===== config.mk =====
export PLATFORM = sky130hd
export DESIGN_NAME = led_ring_rainbow_generator
export DESIGN_NICKNAME = d
export VERILOG_FILES = /design/src/rtl/core/lrrg_pkg.sv /design/src/rtl/core/led_ring_rainbow_generator.sv /design/src/rtl/core/lrrg_front.sv /design/src/rtl/core/lrrg_cmd_fifo.sv /design/src/rtl/core/lrrg_back.sv
export SDC_FILE = /design/constraint.sdc
export NUM_CORES = 1
export LEC_CHECK = 0
export BUFFER_PORTS_ARGS = -buffer_cell sky130_fd_sc_hd__buf_2
export CAP_MARGIN = 25
export CORE_MARGIN = 2
export CORE_UTILIZATION = 45
export DETAILED_ROUTE_END_ITERATION = 12
export PLACE_DENSITY = 0.71
export SETUP_SLACK_MARGIN = 0.4
export SLEW_MARGIN = 5
export SYNTH_ARGS = -nofsm -noshare
export SYNTH_HDL_FRONTEND = slang
export SYNTH_SLANG_ARGS = --single-unit
export TNS_END_PERCENT = 50

===== constraint.sdc =====
create_clock -name clk -period 6.2 [get_ports clk]
set_input_delay 0.93 -clock clk [delete_from_list [all_inputs] [get_ports clk]]
set_output_delay 0.93 -clock clk [all_outputs]
set_load 0.01 [all_outputs]

===== src/rtl/core/lrrg_pkg.sv =====
// Shared types, constants and wheel functions for the LED ring rainbow generator.
package lrrg_pkg;

  localparam int PHASE_W   = 13;
  localparam int IDX_W     = 11;
  localparam int COUNT_W   = 7;
  localparam int POS_W     = 6;
  localparam int COLOR_W   = 8;
  localparam int ANGLE_W   = 12;
  localparam int MODE_W    = 2;
  localparam int CFG_IDX_W = 1;
  localparam int CFG_DATA_W = 7;

  localparam logic [IDX_W-1:0]   WHEEL_STEPS = 11'd1536;
  localparam logic [PHASE_W-1:0] WHEEL_STEPS_P = 13'd1536;

  typedef enum logic {
    REQ_SET_ANGLE = 1'b0,
    REQ_UPDATE    = 1'b1
  } req_type_t;

  typedef enum logic [CFG_IDX_W-1:0] {
    CFG_CYCLE_MODE = 1'b0,
    CFG_LED_COUNT  = 1'b1
  } cfg_reg_t;

  // Update request as it travels from the front to the back.
  typedef struct packed {
    logic [PHASE_W-1:0] phase;
  } cmd_t;

  typedef struct packed {
    logic [COLOR_W-1:0] red;
    logic [COLOR_W-1:0] green;
    logic [COLOR_W-1:0] blue;
  } rgb_t;

  // Mode three wraps around to one repetition.
  function automatic logic [1:0] cycle_shift(input logic [MODE_W-1:0] mode);
    logic [1:0] s;
    case (mode)
      2'd1:    s = 2'd1;
      2'd2:    s = 2'd2;
      default: s = 2'd0;
    endcase
    return s;
  endfunction

  // Reduces a value below 8192 modulo the wheel size.
  function automatic logic [IDX_W-1:0] wheel_mod(input logic [PHASE_W-1:0] v);
    logic [PHASE_W-1:0] r;
    if (v >= 13'd7680) begin
      r = v - 13'd7680;
    end else if (v >= 13'd6144) begin
      r = v - 13'd6144;
    end else if (v >= 13'd4608) begin
      r = v - 13'd4608;
    end else if (v >= 13'd3072) begin
      r = v - 13'd3072;
    end else if (v >= WHEEL_STEPS_P) begin
      r = v - WHEEL_STEPS_P;
    end else begin
      r = v;
    end
    return r[IDX_W-1:0];
  endfunction

  function automatic rgb_t wheel_rgb(input logic [IDX_W-1:0] idx);
    rgb_t c;
    logic [COLOR_W-1:0] up;
    logic [COLOR_W-1:0] down;
    up   = idx[COLOR_W-1:0];
    down = ~up;
    unique case (idx[IDX_W-1:COLOR_W])
      3'd0: c = '{red: up,    green: 8'd0,   blue: 8'd255};
      3'd1: c = '{red: 8'd255, green: 8'd0,  blue: down};
      3'd2: c = '{red: 8'd255, green: up,    blue: 8'd0};
      3'd3: c = '{red: down,  green: 8'd255, blue: 8'd0};
      3'd4: c = '{red: 8'd0,  green: 8'd255, blue: up};
      default: c = '{red: 8'd0, green: down, blue: 8'd255};
    endcase
    return c;
  endfunction

endpackage


===== src/rtl/core/led_ring_rainbow_generator.sv =====
// Top level of the LED ring rainbow generator: configuration registers and wiring.
// A set-angle request only updates the phase and produces no result; up to two updates wait.
// An idle back end takes an update from the queue, runs the pitch divider, then a setup
// state, and registers each color; it takes no new update until its frame is done.
// Colors follow one per cycle while the output slot is free, that is empty or being popped.
// Reset is synchronous and active low; phase, mode 0 and a 24-LED count are restored.
module led_ring_rainbow_generator
  import lrrg_pkg::*;
#(
  parameter int MAX_LEDS = 24
) (
  input  logic                  clk,
  input  logic                  rst_n,
  input  logic                  in_push,
  output logic                  in_full,
  input  logic                  in_req_type,
  input  logic [ANGLE_W-1:0]    in_angle,
  output logic                  out_empty,
  input  logic                  out_pop,
  output logic [POS_W-1:0]      out_led_position,
  output logic [COLOR_W-1:0]    out_red,
  output logic [COLOR_W-1:0]    out_green,
  output logic [COLOR_W-1:0]    out_blue,
  output logic                  out_last,
  input  logic                  cfg_we,
  input  logic [CFG_IDX_W-1:0]  cfg_index,
  input  logic [CFG_DATA_W-1:0] cfg_data
);

  logic [MODE_W-1:0]  cycle_mode_r, cycle_mode_nxt;
  logic [COUNT_W-1:0] led_count_r, led_count_nxt;
  logic [1:0]         shift;
  logic [COUNT_W-1:0] count;
  logic               q_push;
  logic               q_pop;
  logic               q_full;
  logic               q_empty;
  cmd_t               q_cmd;
  cmd_t               q_head;

  always_comb begin
    cycle_mode_nxt = cycle_mode_r;
    led_count_nxt  = led_count_r;
    if (cfg_we) begin
      unique case (cfg_reg_t'(cfg_index))
        CFG_CYCLE_MODE: cycle_mode_nxt = cfg_data[MODE_W-1:0];
        CFG_LED_COUNT:  led_count_nxt  = cfg_data[COUNT_W-1:0];
        default: ;
      endcase
    end
  end

  always_ff @(posedge clk) begin
    if (!rst_n) begin
      cycle_mode_r <= '0;
      led_count_r  <= 7'd24;
    end else begin
      cycle_mode_r <= cycle_mode_nxt;
      led_count_r  <= led_count_nxt;
    end
  end

  assign shift = cycle_shift(cycle_mode_r);
  assign count = (led_count_r == '0) ? 7'd1 :
                 (led_count_r > COUNT_W'(MAX_LEDS)) ? COUNT_W'(MAX_LEDS) : led_count_r;
  assign in_full = q_full;

  lrrg_front u_front (
    .clk        (clk),
    .rst_n      (rst_n),
    .in_push    (in_push),
    .in_req_type(in_req_type),
    .in_angle   (in_angle),
    .shift      (shift),
    .q_full     (q_full),
    .q_push     (q_push),
    .q_cmd      (q_cmd)
  );

  lrrg_cmd_fifo u_fifo (
    .clk     (clk),
    .rst_n   (rst_n),
    .push    (q_push),
    .push_cmd(q_cmd),
    .pop     (q_pop),
    .head    (q_head),
    .full    (q_full),
    .empty   (q_empty)
  );

  lrrg_back u_back (
    .clk             (clk),
    .rst_n           (rst_n),
    .shift           (shift),
    .count           (count),
    .q_empty         (q_empty),
    .q_head          (q_head),
    .q_pop           (q_pop),
    .out_pop         (out_pop),
    .out_empty       (out_empty),
    .out_led_position(out_led_position),
    .out_red         (out_red),
    .out_green       (out_green),
    .out_blue        (out_blue),
    .out_last        (out_last)
  );

endmodule


===== src/rtl/core/lrrg_front.sv =====
// Front end: accepts requests, keeps the wheel phase and forwards updates.
module lrrg_front
  import lrrg_pkg::*;
(
  input  logic               clk,
  input  logic               rst_n,
  input  logic               in_push,
  input  logic               in_req_type,
  input  logic [ANGLE_W-1:0] in_angle,
  input  logic [1:0]         shift,
  input  logic               q_full,
  output logic               q_push,
  output cmd_t               q_cmd
);

  logic [PHASE_W-1:0] phase_r;
  logic [PHASE_W-1:0] phase_nxt;
  logic               accept;
  logic [8:0]         span;
  logic [10:0]        base;
  logic [PHASE_W-1:0] new_phase;

  assign accept = in_push && !q_full;

  // 1536 * cycle * (256 - a) / 256 reduces to 6 * (256 - a) scaled by the cycle.
  assign span      = 9'd256 - {1'b0, in_angle[ANGLE_W-1:4]};
  assign base      = {span, 2'b00} + {1'b0, span, 1'b0};
  assign new_phase = {2'b00, base} << shift;

  always_comb begin
    phase_nxt = phase_r;
    if (accept && (req_type_t'(in_req_type) == REQ_SET_ANGLE)) begin
      phase_nxt = new_phase;
    end
  end

  assign q_push    = accept && (req_type_t'(in_req_type) == REQ_UPDATE);
  assign q_cmd.phase = phase_r;

  always_ff @(posedge clk) begin
    if (!rst_n) begin
      phase_r <= '0;
    end else begin
      phase_r <= phase_nxt;
    end
  end

endmodule


===== src/rtl/core/lrrg_cmd_fifo.sv =====
// Two-entry request queue between the front and the back.
module lrrg_cmd_fifo
  import lrrg_pkg::*;
(
  input  logic clk,
  input  logic rst_n,
  input  logic push,
  input  cmd_t push_cmd,
  input  logic pop,
  output cmd_t head,
  output logic full,
  output logic empty
);

  cmd_t       mem_r [2];
  logic       wr_ptr_r;
  logic       wr_ptr_nxt;
  logic       rd_ptr_r;
  logic       rd_ptr_nxt;
  logic [1:0] fill_r;
  logic [1:0] fill_nxt;
  logic       do_push;
  logic       do_pop;

  assign full    = (fill_r == 2'd2);
  assign empty   = (fill_r == 2'd0);
  assign do_push = push && !full;
  assign do_pop  = pop && !empty;
  assign head    = mem_r[rd_ptr_r];

  always_comb begin
    wr_ptr_nxt = wr_ptr_r ^ do_push;
    rd_ptr_nxt = rd_ptr_r ^ do_pop;
    fill_nxt   = fill_r + {1'b0, do_push} - {1'b0, do_pop};
  end

  always_ff @(posedge clk) begin
    if (!rst_n) begin
      wr_ptr_r <= 1'b0;
      rd_ptr_r <= 1'b0;
      fill_r   <= 2'd0;
    end else begin
      wr_ptr_r <= wr_ptr_nxt;
      rd_ptr_r <= rd_ptr_nxt;
      fill_r   <= fill_nxt;
    end
  end

  always_ff @(posedge clk) begin
    if (do_push) begin
      mem_r[wr_ptr_r] <= push_cmd;
    end
  end

endmodule


===== src/rtl/core/lrrg_back.sv =====
// Back end: divides the wheel pitch by the LED count and walks the ring.
module lrrg_back
  import lrrg_pkg::*;
(
  input  logic               clk,
  input  logic               rst_n,
  input  logic [1:0]         shift,
  input  logic [COUNT_W-1:0] count,
  input  logic               q_empty,
  input  cmd_t               q_head,
  output logic               q_pop,
  input  logic               out_pop,
  output logic               out_empty,
  output logic [POS_W-1:0]   out_led_position,
  output logic [COLOR_W-1:0] out_red,
  output logic [COLOR_W-1:0] out_green,
  output logic [COLOR_W-1:0] out_blue,
  output logic               out_last
);

  typedef enum logic [1:0] {
    ST_IDLE,
    ST_DIV,
    ST_SETUP,
    ST_RUN
  } state_t;

  state_t             state_r, state_nxt;
  logic [PHASE_W-1:0] phase_r, phase_nxt;
  logic [PHASE_W-1:0] quo_r, quo_nxt;
  logic [COUNT_W-1:0] rem_r, rem_nxt;
  logic [3:0]         div_cnt_r, div_cnt_nxt;
  logic [IDX_W-1:0]   idx_r, idx_nxt;
  logic [IDX_W-1:0]   step_r, step_nxt;
  logic [COUNT_W-1:0] frac_r, frac_nxt;
  logic [POS_W-1:0]   pos_r, pos_nxt;
  logic               valid_r, valid_nxt;
  logic [POS_W-1:0]   led_pos_r, led_pos_nxt;
  rgb_t               rgb_r, rgb_nxt;
  logic               last_r, last_nxt;

  logic [COUNT_W:0]   trial;
  logic               trial_ge;
  logic [COUNT_W:0]   frac_sum;
  logic               carry;
  logic [IDX_W:0]     idx_sum;
  logic               slot_free;
  logic               is_last;
  logic [COUNT_W-1:0] count_m1;

  assign trial     = {rem_r, quo_r[PHASE_W-1]};
  assign trial_ge  = (trial >= {1'b0, count});
  assign frac_sum  = {1'b0, frac_r} + {1'b0, rem_r};
  assign carry     = (frac_sum >= {1'b0, count});
  assign idx_sum   = {1'b0, idx_r} + {1'b0, step_r} + {{IDX_W{1'b0}}, carry};
  assign slot_free = !valid_r || out_pop;
  assign count_m1  = count - 7'd1;
  assign is_last   = ({1'b0, pos_r} == count_m1);
  assign q_pop     = (state_r == ST_IDLE) && !q_empty;

  always_comb begin
    state_nxt   = state_r;
    phase_nxt   = phase_r;
    quo_nxt     = quo_r;
    rem_nxt     = rem_r;
    div_cnt_nxt = div_cnt_r;
    idx_nxt     = idx_r;
    step_nxt    = step_r;
    frac_nxt    = frac_r;
    pos_nxt     = pos_r;
    valid_nxt   = valid_r && !out_pop;
    led_pos_nxt = led_pos_r;
    rgb_nxt     = rgb_r;
    last_nxt    = last_r;
    unique case (state_r)
      ST_IDLE: begin
        if (!q_empty) begin
          phase_nxt   = q_head.phase;
          quo_nxt     = WHEEL_STEPS_P << shift;
          rem_nxt     = '0;
          div_cnt_nxt = 4'd0;
          state_nxt   = ST_DIV;
        end
      end
      ST_DIV: begin
        // Restoring division, one quotient bit per cycle.
        quo_nxt     = {quo_r[PHASE_W-2:0], trial_ge};
        rem_nxt     = trial_ge ? COUNT_W'(trial - {1'b0, count}) : trial[COUNT_W-1:0];
        div_cnt_nxt = div_cnt_r + 4'd1;
        if (div_cnt_r == 4'(PHASE_W - 1)) begin
          state_nxt = ST_SETUP;
        end
      end
      ST_SETUP: begin
        idx_nxt   = wheel_mod(phase_r);
        step_nxt  = wheel_mod(quo_r);
        frac_nxt  = '0;
        pos_nxt   = '0;
        state_nxt = ST_RUN;
      end
      ST_RUN: begin
        if (slot_free) begin
          valid_nxt   = 1'b1;
          led_pos_nxt = pos_r;
          rgb_nxt     = wheel_rgb(idx_r);
          last_nxt    = is_last;
          // The remainder of the pitch accumulates and carries into the index.
          frac_nxt    = carry ? COUNT_W'(frac_sum - {1'b0, count}) : frac_sum[COUNT_W-1:0];
          idx_nxt     = (idx_sum >= {1'b0, WHEEL_STEPS}) ?
                        IDX_W'(idx_sum - {1'b0, WHEEL_STEPS}) : idx_sum[IDX_W-1:0];
          pos_nxt     = pos_r + 6'd1;
          if (is_last) begin
            state_nxt = ST_IDLE;
          end
        end
      end
      default: state_nxt = ST_IDLE;
    endcase
  end

  always_ff @(posedge clk) begin
    if (!rst_n) begin
      state_r <= ST_IDLE;
      valid_r <= 1'b0;
    end else begin
      state_r <= state_nxt;
      valid_r <= valid_nxt;
    end
    phase_r   <= phase_nxt;
    quo_r     <= quo_nxt;
    rem_r     <= rem_nxt;
    div_cnt_r <= div_cnt_nxt;
    idx_r     <= idx_nxt;
    step_r    <= step_nxt;
    frac_r    <= frac_nxt;
    pos_r     <= pos_nxt;
    led_pos_r <= led_pos_nxt;
    rgb_r     <= rgb_nxt;
    last_r    <= last_nxt;
  end

  assign out_empty        = !valid_r;
  assign out_led_position = led_pos_r;
  assign out_red          = rgb_r.red;
  assign out_green        = rgb_r.green;
  assign out_blue         = rgb_r.blue;
  assign out_last         = last_r;

endmodule


==> results.json <==
{
  "vias": 6264,
  "grt_overflow_total": 0,
  "fin_nets": 978,
  "placement.io_buffers": 54,
  "hold_viol": 0,
  "grt_pass1_wl_um": 27900,
  "placed_cell_area_sq_um": 9570,
  "holdPathEnd": "u_fifo.mem_r[0][6]",
  "arrival_ns": 5.60,
  "synth_edf_count": 126,
  "max_freq_mhz": 185,
  "ys_ff_latch": 154,
  "cpPeakStageDelay_ns": 0.50,
  "cts.sinks": 154,
  "cts_root_buf": "clkbuf_16",
  "report.final.slew_viol_count": 0,
  "slowest_stage": "fa_1",
  "seq_area_frac_synth_pct": 48.0,
  "die_w_um": 146,
  "coreArea_sq_um": 19600,
  "yosys.area.top_type": "edfxtp_1",
  "die_area_sq_um": 21300,
  "cap_violations": 0,
  "insertedDiodeCount": 0,
  "grt_pass1_vias": 5671,
  "crit_path_start_kind": "register",
  "rr_startpoint": "u_back.rem_r[0]",
  "holdWs_ns": 0.455,
  "area_delta_synth_final_pct": 12.3,
  "synth-main-ff-cell": "edfxtp_1",
  "crit_chain": "ha_1 > fa_1 > a21o_1 > a21oi_1 > o21bai_1 > a21oi_1 > xnor2_1 > ha_1 > nand3_1 > or3_1 > and3_2 > inv_1 > fa_1 > inv_1 > fa_1 > nor2b_1 > o211ai_1 > a31oi_1 > xor2_1 > nor3_1 > a211oi_1 > a21oi_1",
  "synth_cell_types": 71,
  "path_max_fanout": 8,
  "p_leak_nw": 3.96,
  "wl_per_cell_um": 14.5,
  "grt_use_met3_pct": 3.07,
  "min_path_cells": 0,
  "hp-start": "u_front.q_cmd[6]",
  "cts_hold_buf": 0,
  "pin_count": 59,
  "fin_area_sq_um": 10200,
  "tns_ns": 0,
  "antenna_found_initial": 0,
  "drive_gt1_share_pct": 14.7,
  "gp_routability_congestion": 0.880,
  "grt_max_degree": 35,
  "yosys_warnings": 0,
  "busiest_layer": "met2",
  "grt_usage_pct": 16.2,
  "met1_usage_pct": 21.8,
  "r2r_cells": 22,
  "ir_worst_vdd_uv": 198,
  "critical_path.top_delay_family": "adder cells",
  "n_fill_cell": 1695,
  "synth_top_cells_by_area": "edfxtp_1 (42%), ha_1 (8.4%), dfxtp_1 (6.2%)",
  "rsz0062_at_grt": "false",
  "ant_nets": 0,
  "final.period_utilization_pct": 87.3,
  "initial_core_util_pct": 46.2,
  "register_area_sq_um": 4340,
  "maxSlewHeadroom_pct": 35.9,
  "reg2reg_slack_ns": 0.79,
  "synth_top_area_share_pct": 41.8,
  "status": "completed",
  "row_count": 51,
  "setup_viol": 0,
  "hpwlAfterDp_um": 12100,
  "dr.pass1.iters": 4,
  "worst_skew_pair.late_latency_ns": 0.43,
  "skew_ns": 0.00890,
  "netlist_instances": 843,
  "worst_r2r_endpoint": "u_back.idx_r[9]",
  "multiInputGateArea_sq_um": 4420,
  "htree_levels": 4,
  "die_height_um": 146,
  "drt-total-wl_um": 16900,
  "drtIter0Drc": 459,
  "min_period_ns": 5.41,
  "syn_area_per_cell_sq_um": 10.7,
  "cts_tree": "built",
  "power.density_nw_per_um2": 476,
  "synth_area_sq_um": 9050,
  "crit_path_end_kind": "register",
  "met2_usage_pct": 26.2,
  "critical_path_buf_inv_count": 2,
  "cts_buffer_depth": 2,
  "viasPerCell": 5.38,
  "path_class": "register to register",
  "crit_required_ns": 6.38,
  "route.detailed.drc": 0,
  "ys_async_sr_fraction_pct": 0,
  "numCtsBuffers": 17,
  "clk_pin_slew_ns": 0.07,
  "tightest_slew_ns": 0.959,
  "postCtsSetupBuffers": 0,
  "hold_path_class": "register to register"
}
==> through the flow <==
| step | setup WS (ns) | cells | total power, mW | util (%) |
|---|---|---|---|---|
| after detailed placement | 0.703 | 1132 | 3.82 | 48.8 |
| after floorplan | 1.34 | 846 | 3.38 | - |
| after CTS | 0.661 | 1164 | 4.86 | 51.9 |
| after global routing | 0.445 | 1164 | 5.19 | 51.9 |
| final | 0.788 | 1164 | 4.84 | 51.9 |
| after global placement | 0.752 | 1132 | 3.77 | 48.8 |
==> per-layer routing <==
metal  vias up  wire length [um]
li1       3194                 -
met1      2923              8220
met2       127              7700
met3        20               668
met4         0               271
met5         -                 0
==> state kept, by name, summed over array words and instances, names as in the netlist, 8 cells and up <==
name	cells
u_back.step_r	11
u_fifo.mem_r	24
u_front.q_cmd	12
u_back.out_red	8
u_back.quo_r	13
u_back.out_green	8
u_back.out_blue	8
u_back.phase_r	12
u_back.idx_r	11
==> final cells by class <==
type | count | area share, %
Clock buffer | 17 | 4.19
Inverter | 43 | 1.59
Multi-Input combinational cell | 610 | 43.5
Clock inverter | 15 | 1.61
Tap cell | 265 | 3.26
Sequential cell | 154 | 42.7
Timing Repair Buffer | 60 | 3.10
==> Yosys cell counts (7+ instances only) <==
library cell and count:
a21boi_0 8, a21o_1 15, a21oi_1 42, and2_1 23
and3_1 15, clkbuf_1 33, dfxtp_1 28, edfxtp_1 126
ha_1 61, inv_1 42, mux2_2 21, mux2i_1 21
nand2_1 58, nand2b_1 8, nand3_1 29, nor2_1 41
nor2b_1 21, nor3_1 29, nor4_1 7, o21a_1 9
o21ai_0 41, o22a_1 8, xnor2_1 35, xor2_1 11
==> placed cells by master (no fill, tap or decap), types with 35 or more instances in the layout <==
cell and instances:
o21ai_0 41, nor2_1 41, a21oi_1 40, buf_2 54
edfxtp_1 126, nand2_1 58, xnor2_1 35, inv_1 42
ha_1 61
==> cells by family (layout without fill, tap and decap cells) <==
| group | Yosys count | in the layout | share of synthesized area [%] |
|---|---|---|---|
| xor gates and xnor gates | 47 | 47 | 4.63 |
| muxes | 42 | 42 | 4.94 |
| AOI/OAI and AO/OA | 193 | 193 | 14.7 |
| adders and majority gates | 67 | 67 | 9.65 |
| DFF | 154 | 154 | 48.0 |
| other | 1 | 4 | 0.0414 |
| buffers and inverters | 82 | 135 | 3.52 |
| and+or+nand+nor | 257 | 257 | 14.5 |
==> worst max-delay path by stage <==
| stage | to | startpoint | slack (ns) | cells after the start |
|---|---|---|---|---|
| 2_1_floorplan | u_back.idx_r[9] | u_back.rem_r[0] | 1.34 | 23 |
| 3_3_place_gp | u_back.idx_r[9] | u_back.rem_r[0] | 0.75 | 19 |
| 3_5_place_dp | u_back.idx_r[9] | u_back.rem_r[0] | 0.70 | 19 |
| 4_1_cts | u_back.idx_r[9] | u_back.rem_r[0] | 0.66 | 19 |
| 5_1_grt | u_back.idx_r[9] | u_back.rem_r[0] | 0.45 | 19 |
| 6_report | u_back.idx_r[9] | u_back.rem_r[0] | 0.79 | 22 |
==> where the power goes <==
group / total [mW] / switching (mW) / internal, mW
registers: 1.74 / 0.232 / 1.51
clock network: 1.01 / 0.471 / 0.542
logic: 2.09 / 1.18 / 0.914
==> what timing repair did <==
| item | 4_1_cts | 5_1_grt |
|---|---|---|
| gates resized for setup | 0 | 2 |
| endpoints found under the hold margin | 0 | 0 |
| endpoints found under the setup margin | 0 | 3 |
No activity file was read; power rests on OpenSTA's default activity.
